===== config.mk =====
export PLATFORM = sky130hd
export DESIGN_NAME = ismi_muldiv
export DESIGN_NICKNAME = d
export VERILOG_FILES = /design/src/hdl/ismi_pkg.sv /design/src/hdl/ismi_muldiv.sv
export SDC_FILE = /design/constraint.sdc
export NUM_CORES = 1
export LEC_CHECK = 0
export ABC_AREA = 1
export BUFFER_PORTS_ARGS = -buffer_cell sky130_fd_sc_hd__buf_4
export CORE_AREA = 5 5 326 232
export DETAILED_ROUTE_END_ITERATION = 8
export DIE_AREA = 0 0 331 237
export SLEW_MARGIN = 20
export SYNTH_ARGS = -nofsm -noshare
export SYNTH_HDL_FRONTEND = slang
export SYNTH_SLANG_ARGS = --single-unit

===== constraint.sdc =====
create_clock -name clock -period 7.3 [get_ports clock]
set_input_delay 1.095 -clock clock [delete_from_list [all_inputs] [get_ports clock]]
set_output_delay 1.095 -clock clock [all_outputs]
set_load 0.02 [all_outputs]

===== src/hdl/ismi_pkg.sv =====
// Shared types and constants of the isochrone mass interpolator.
// Depends on nothing; imported by every module of the block.
package ismi_pkg;

   localparam int DEF_MAX_POINTS  = 256;
   localparam int DEF_MAX_FILTERS = 8;
   localparam int RESULT_LIMIT    = 8;

   localparam int MASS_W = 27;
   localparam int MAG_W  = 27;
   localparam int PROD_W = 56;
   localparam int NUM_W  = 58;
   localparam int MUL_STEPS = 28;
   localparam int DIV_STEPS = 58;

   localparam logic signed [MAG_W-1:0] MAG_MAX  = 27'sd67108863;
   localparam logic signed [MAG_W-1:0] MAG_MIN  = -27'sd67108864;
   localparam logic signed [MAG_W-1:0] SENTINEL = 27'sd65535345;

   localparam logic [1:0] CSR_ENTRIES_USED = 2'd0;
   localparam logic [1:0] CSR_FILTERS_USED = 2'd1;
   localparam logic [1:0] CSR_THRESHOLD    = 2'd2;

   localparam logic KIND_LOAD  = 1'b0;
   localparam logic KIND_QUERY = 1'b1;

   typedef struct packed {
      logic signed [MAG_W-1:0] m0;
      logic signed [MAG_W-1:0] m1;
      logic [MASS_W-1:0]       q;
      logic [MASS_W-1:0]       x0;
      logic [MASS_W-1:0]       x1;
   } operand_type;

endpackage


===== src/hdl/ismi_muldiv.sv =====
// Shared shift-add multiplier and restoring divider for one interpolation.
// Depends on ismi_pkg.
module ismi_muldiv (
   input  logic                               clock,
   input  logic                               reset,
   input  logic                               start,
   input  ismi_pkg::operand_type              oper,
   input  logic [15:0]                        threshold,
   output logic                               done,
   output logic signed [ismi_pkg::MAG_W-1:0]  result
);
   import ismi_pkg::*;

   typedef enum logic [4:0] {
      U_IDLE = 5'b00001,
      U_MUL  = 5'b00010,
      U_PREP = 5'b00100,
      U_DIV  = 5'b01000,
      U_FIN  = 5'b10000
   } unit_state_type;

   unit_state_type      state_ff, state_in;
   logic [5:0]          cnt_ff, cnt_in;
   logic                done_ff, done_in;
   logic [MAG_W-1:0]    m0_ff, m0_in;
   logic                neg_ff, neg_in;
   logic                zero_ff, zero_in;
   logic [27:0]         d_ff, d_in;
   logic [PROD_W-1:0]   mcand_ff, mcand_in;
   logic [27:0]         mplier_ff, mplier_in;
   logic [PROD_W-1:0]   acc_ff, acc_in;
   logic [NUM_W-1:0]    num_ff, num_in;
   logic [28:0]         rem_ff, rem_in;
   logic [MAG_W-1:0]    result_ff, result_in;

   logic [27:0]         dm, dq, dx, abs_dm, abs_dq, abs_dx;
   logic [29:0]         shifted, dvsr;
   logic                ge;
   logic [59:0]         m0_x, q_x, sum_v;
   logic [MAG_W-1:0]    sat, mag_abs;

   always_comb begin
      dm = {oper.m1[MAG_W-1], oper.m1} - {oper.m0[MAG_W-1], oper.m0};
      dq = {1'b0, oper.q} - {1'b0, oper.x0};
      dx = {1'b0, oper.x1} - {1'b0, oper.x0};
      abs_dm = dm[27] ? (~dm + 28'd1) : dm;
      abs_dq = dq[27] ? (~dq + 28'd1) : dq;
      abs_dx = dx[27] ? (~dx + 28'd1) : dx;

      shifted = {rem_ff, num_ff[NUM_W-1]};
      dvsr    = {1'b0, d_ff, 1'b0};
      ge      = (shifted >= dvsr);

      m0_x  = {{(60-MAG_W){m0_ff[MAG_W-1]}}, m0_ff};
      q_x   = {2'b00, num_ff};
      sum_v = zero_ff ? m0_x : (m0_x + (neg_ff ? (~q_x + 60'd1) : q_x));
      if ($signed(sum_v) > 60'(MAG_MAX)) begin
         sat = MAG_MAX;
      end else if ($signed(sum_v) < 60'(MAG_MIN)) begin
         sat = MAG_MIN;
      end else begin
         sat = sum_v[MAG_W-1:0];
      end
      mag_abs = sat[MAG_W-1] ? (~sat + 27'd1) : sat;
   end

   always_comb begin
      state_in  = state_ff;
      cnt_in    = cnt_ff;
      done_in   = 1'b0;
      m0_in     = m0_ff;
      neg_in    = neg_ff;
      zero_in   = zero_ff;
      d_in      = d_ff;
      mcand_in  = mcand_ff;
      mplier_in = mplier_ff;
      acc_in    = acc_ff;
      num_in    = num_ff;
      rem_in    = rem_ff;
      result_in = result_ff;
      unique case (state_ff)
         U_IDLE: begin
            if (start) begin
               m0_in     = oper.m0;
               neg_in    = dm[27] ^ dq[27] ^ dx[27];
               zero_in   = (dx == 28'd0);
               d_in      = abs_dx;
               mcand_in  = {28'd0, abs_dm};
               mplier_in = abs_dq;
               acc_in    = '0;
               cnt_in    = '0;
               state_in  = U_MUL;
            end
         end
         U_MUL: begin
            if (mplier_ff[0]) begin
               acc_in = acc_ff + mcand_ff;
            end
            mcand_in  = {mcand_ff[PROD_W-2:0], 1'b0};
            mplier_in = {1'b0, mplier_ff[27:1]};
            cnt_in    = cnt_ff + 6'd1;
            if (cnt_ff == 6'(MUL_STEPS - 1)) begin
               state_in = U_PREP;
            end
         end
         U_PREP: begin
            num_in   = {1'b0, acc_ff, 1'b0} + {30'd0, d_ff};
            rem_in   = '0;
            cnt_in   = '0;
            state_in = U_DIV;
         end
         U_DIV: begin
            rem_in = ge ? 29'(shifted - dvsr) : shifted[28:0];
            num_in = {num_ff[NUM_W-2:0], ge};
            cnt_in = cnt_ff + 6'd1;
            if (cnt_ff == 6'(DIV_STEPS - 1)) begin
               state_in = U_FIN;
            end
         end
         U_FIN: begin
            result_in = (mag_abs < {11'd0, threshold}) ? SENTINEL : sat;
            done_in   = 1'b1;
            state_in  = U_IDLE;
         end
         default: state_in = U_IDLE;
      endcase
   end

   always_ff @(posedge clock) begin
      if (reset) begin
         state_ff <= U_IDLE;
         done_ff  <= 1'b0;
         cnt_ff   <= '0;
      end else begin
         state_ff <= state_in;
         done_ff  <= done_in;
         cnt_ff   <= cnt_in;
      end
      m0_ff     <= m0_in;
      neg_ff    <= neg_in;
      zero_ff   <= zero_in;
      d_ff      <= d_in;
      mcand_ff  <= mcand_in;
      mplier_ff <= mplier_in;
      acc_ff    <= acc_in;
      num_ff    <= num_in;
      rem_ff    <= rem_in;
      result_ff <= result_in;
   end

   assign done   = done_ff;
   assign result = result_ff;

endmodule


-- Yosys cells after proc, flatten, opt, wreduce, memory -nomap -nowiden
Cells that the tools add are included.
- register bits after elaboration: 323
- latch bits: 0
- RAM bits: 0
- ROM bits: 0
- input port bits: 154
- output and inout bits: 28
- word-level logic and storage cells: 84
- memories: 0
- add/sub/neg operators: 13
- multiply operators: 0
- divide/modulo/power cells: 0
- $lt $le $gt $ge: 4
- eq/ne operators: 11
- shift operators: 0
- muxes and demuxes: 25
- bitwise gates (word level): 7
- reduce and logical (&&, ||, !) cells: 10
- operator list (cell ; number):
    56-bit case mux with 2 select lines ; 2
    56-bit two-way mux ; 3
    60-bit two-way mux ; 2
    58-bit case mux with 2 select lines ; 1
    27-bit two-way mux ; 4
    28-bit by 1-bit adder with 28-bit output, second input constant ; 3
    28-bit two-way mux ; 3
    28-bit NOT ; 3
    27-bit by 27-bit subtractor with 28-bit output ; 3
    60-bit by 1-bit adder with 60-bit output, second input constant ; 1
    60-bit adder ; 1
    60-bit by 27-bit greater-than comparator with 1-bit output, second input constant ; 1
    60-bit by 27-bit less-than comparator with 1-bit output, second input constant ; 1
    58-bit NOT with 60-bit output ; 1
    57-bit by 28-bit adder with 58-bit output ; 1
    29-bit case mux with 2 select lines ; 1
    56-bit adder ; 1
    28-bit case mux with 2 select lines ; 1
    30-bit by 29-bit greater-or-equal comparator with 1-bit output ; 1
    29-bit two-way mux ; 1
    29-bit subtractor ; 1
    28-bit zero test ; 1
    27-bit by 1-bit adder with 27-bit output, second input constant ; 1
    27-bit by 16-bit less-than comparator with 1-bit output ; 1
    21 further kinds ; 31

-- Longest topological paths before layout
- depth after elaboration: 12
- mapped depth: 63
- mapped depth without buffers: 60

-- Worst setup path before layout
Ideal clock, no wire load.
- path kind: register to register
- start: register num_ff[0]
- end: register result_ff[26] (netlist: result[26]) (data pin)
- library setup time: 265 ps
- arrival: 7105 ps
- required time: 7035 ps
- path slack: -70 ps
- stages on the path, launching flop included: 59
- path buffers: 2
- clock period less this slack: 7370 ps
- path through: edfxtp_1 inv_1 ha_1 inv_1 nor3_1 inv_1 nor3_1 inv_1 nor4_1 nand4_1 nor2_1 nand4_1 nor4_1 inv_1 o31ai_1 o21ai_0 xor2_1 ha_1 [... 23 more ...] nor3_1 nor2_1 xor2_1 inv_1 ha_1 nand2_1 nor2_1 a211oi_1 o221a_2 nand2_1 nand2_1 nand2_1 nand2_1 nand2_1 nor2_1 nand3_1 nor2_2 nor2_1
- longest elaborated chain between the ends: 12
- elaborated cells between the ends (all ways): 13
- RTL lines (item ; RTL line ; text):
    start, declared ; ismi_muldiv.sv:32 ; logic [NUM_W-1:0] num_ff, num_in;
    start signal, assigned ; ismi_muldiv.sv:146 ; num_ff <= num_in;
    58-bit NOT with 60-bit output ; ismi_muldiv.sv:56 ; sum_v = zero_ff ? m0_x : (m0_x + (neg_ff ? (~q_x + 60'd1) : q_x));
    60-bit by 1-bit adder with 60-bit output ; ismi_muldiv.sv:56 ;
    60-bit two-way mux (*) ; ismi_muldiv.sv:56 ;
    60-bit adder (*) ; ismi_muldiv.sv:56 ;
    60-bit two-way mux (*) ; ismi_muldiv.sv:56 ;
    60-bit by 27-bit less-than comparator with 1-bit output ; ismi_muldiv.sv:59 ; end else if ($signed(sum_v) < 60'(MAG_MIN)) begin
    27-bit two-way mux ; ismi_muldiv.sv:59 ;
    27-bit two-way mux (*) ; ismi_muldiv.sv:57 ; if ($signed(sum_v) > 60'(MAG_MAX)) begin
    27-bit NOT ; ismi_muldiv.sv:64 ; mag_abs = sat[MAG_W-1] ? (~sat + 27'd1) : sat;
    27-bit by 1-bit adder with 27-bit output ; ismi_muldiv.sv:64 ;
    27-bit two-way mux ; ismi_muldiv.sv:64 ;
    27-bit by 16-bit less-than comparator with 1-bit output ; ismi_muldiv.sv:121 ; result_in = (mag_abs < {11'd0, threshold}) ? SENTINEL : sat;
    end signal, assigned ; ismi_muldiv.sv:148 ; result_ff <= result_in;
    end, declared ; ismi_muldiv.sv:34 ; logic [MAG_W-1:0] result_ff, result_in;
Mark *: on every way between the ends. The rest lies on a longest branch, timed or not.
A chain may end at the register's enable or synchronous reset.

-- Worst setup path after layout
- start: register num_ff[0]
- end: register result_ff[0] (netlist: result[0]) (data pin)
Same word-level chain as after synthesis.

==> metrics.txt <==
Hold Path Class reg2reg; CP bufs+invs 11; Post-synth ARST share 0; final slew viol count 0; # port buffers 181; slowest stage delay, CP around 420 ps; syn_area_per_cell 6.95 sq um; worst slew pin tran 1110 ps; outcome finished, violations left; CP Class reg2reg; DIE HEIGHT between 200 and 250 um; top cells by count, synth 1175 x nand2_1, 706 x inv_1, 410 x nor2_1, 383 x a21oi_1, 311 x edfxtp_1; Critical Path RT around 7800 ps; Final #Nets 5620; cell family with most CP delay simple AND/OR/NAND/NOR gates; Ant. Diodes 0; final hold slack 506 ps; post-route ant nets 0; Metal-1 WL 53900 um; Iter 0 DRT Violations between 2000 and 3000; Crit. Startpoint num_ff[0]; CTS buffer count 38; GRT Total Usage 0.258; type of destination of the critical path flip-flop; Post-synth EDFFs 311; htree depth 2; Synth Instances approximately 4600; vias per inst ~5.2; Syn Nets 5073; Clock Pin Slew Worst Setup and Hold Paths about 60 ps; multi-input logic area about 0.021 sq mm; Yosys reg bits ~320; Critical Path Fanout Max 5; Post-Syn Area between 0.03 and 0.04 sq mm; global route overflow 0; DRC violations left 0; CTS tree yes; Worst Path Arrival a little over 8000 ps; reg2reg path depth 57; P_leak between 0.015 and 0.02 uW; Die X roughly 330 um; Final Cycle Share 1.07; largest cells by area after synthesis edfxtp_1 29%, nand2_1 14%, ha_1 11%, inv_1 8.2%, a21oi_1 6.0%; first-pass GRT wire length 162000 um; max layer used met4; vias 32176; hpwl dp 83600 um; worst r2r src num_ff[0]; Initial Util 0.445; Wirelength per Cell 17.1 um; GPL Wtd Cong around 1; final worst slack -485 ps; critical path's slowest cell edfxtp_1; cell count along the critical path 57; Hold-fix buffers, CTS 0; Synth Flop Type edfxtp_1; clk buf depth 3; setup violation total in the final timing report 27; register area share after synthesis 0.298; Top cell by count, worst path nand2_1; ratio of cells with drive above 1 in the final layout 0.196; met2 wire length 40400 um; Distinct cells, synth 59; Final Critical Period between 7000 and 8000 ps; peak supply drop approximately 0.2 mV; final core occ 0.555; area grow syn2layout 24.8%; Clock Sinks about 320; FMAX between 100 and 150 MHz; max cap viols 0; reg2reg end result[0]; dpl ws -857 ps; row count just over 80; initial antenna violation count 1; Yosys warnings 0; Filler Cell Count roughly 7100; total core area around 0.072 sq mm; Setup crit end result[0]; met3 WL 9140 um; routed wire length 105000 um; final hold violation count 0; post-synth top area share 0.290; clk root buf clkbuf_16; Pre-antenna DRT Iters 8; FF-to-FF setup slack -490 ps; RSZ-0062 raised after global routing true; Clock Skew ~34 ps; Worst slew margin 0.253; vias in the first global route approximately 29000; largest net degree at the start of global routing 92; count leader, synth nand2_1; die area ~0.078 sq mm; pwr dens approximately 220 mW/mm^2; clock latency on the worst-skew pair about 590 ps; Sequential Area approximately 0.0096 sq mm; largest area contributor in the netlist edfxtp_1; violated checks setup timing; startpoint types flip-flop; Ports about 180
sequential cells by signal, indices dropped and copies added (netlist names):
name       flops
zero_ff        1
mcand_ff      56
d_ff          28
result        27
done           1
rem_ff        29
cnt_ff         6
neg_ff         1
num_ff        58
acc_ff        56
state_ff       5
m0_ff         27
mplier_ff     28
worst register-to-register path: cells and delay by family (launching register included):
kind	cells	cell delay (ps)
and+or+nand+nor	38	4440
buffers and inverters	11	1160
adders and majority gates	3	790
AOI/OAI and AO/OA	3	610
DFF	1	420
xor gates and xnor gates	2	250
stage by stage:
stage          setup TNS, ps  instances  cell area, sq um  power, uW
3_3_place_gp          -19170       6057             37100       6580
5_1_grt               -22270       6181             40200       9660
3_5_place_dp          -22150       6057             37100       6600
2_1_floorplan              0       4630             32200       5110
4_1_cts                -9430       6146             38800       8650
6_report              -11610       6181             40200       9010
routing by layer:
layer | GRT usage | vias to the layer above
met3 | 0.0598 | 108
li1 | - | 16412
met4 | 0.0495 | 0
met2 | 0.351 | 1020
met5 | 0 | -
met1 | 0.411 | 14636
cell usage in the layout (no fill, tap or decap), types with 85 or more instances in the layout:
cell,instances
nand3_1,209
xnor2_1,85
a21oi_1,351
ha_1,264
buf_4,561
nand2_1,1092
xor2_1,177
nor2_1,345
edfxtp_1,311
inv_1,687
nand2_2,86
o21ai_0,279
how the worst min path moves through the flow:
stage	end	start	cells after the start
2_1_floorplan	cnt_ff[5]	cnt_ff[5]	1
3_3_place_gp	cnt_ff[4]	cnt_ff[4]	2
3_5_place_dp	cnt_ff[4]	cnt_ff[4]	2
4_1_cts	cnt_ff[4]	cnt_ff[4]	2
5_1_grt	mplier_ff[3]	mplier_ff[4]	2
6_report	cnt_ff[4]	cnt_ff[4]	2
where the power goes:
part | switching (uW) | total (uW) | internal, uW
combinational | 2860 | 4740 | 1880
sequential | 104 | 2380 | 2270
clock | 845 | 1890 | 1040
total | 3810 | 9010 | 5200
area by class of cell:
class,count,area share
multi-input cells,3510,0.524
flip-flops and latches,323,0.238
repair buffers,577,0.110
inverters,727,0.0681
well taps,977,0.0304
clock buffers,50,0.0248
clock inverters,17,0.00430
logic make-up (layout without fill, tap and decap cells):
kind of cell	count (synthesis)	count (layout)	synth area share
buf+inv	800	1371	0.0948
simple gates	2086	2089	0.273
compound gates	858	858	0.146
fa+ha+maj	289	289	0.114
xor+xnor	274	274	0.0746
flops	323	323	0.298
repair_timing:
| item | in CTS | in global routing |
|---|---|---|
| gates cloned | 2 | 1 |
| endpoints found under the setup margin | 27 | 27 |
| pin swaps | 44 | 107 |
| resized for setup | 94 | 288 |
| setup buffers | 20 | 34 |
Note: power is estimated with default switching activity, not from simulation.
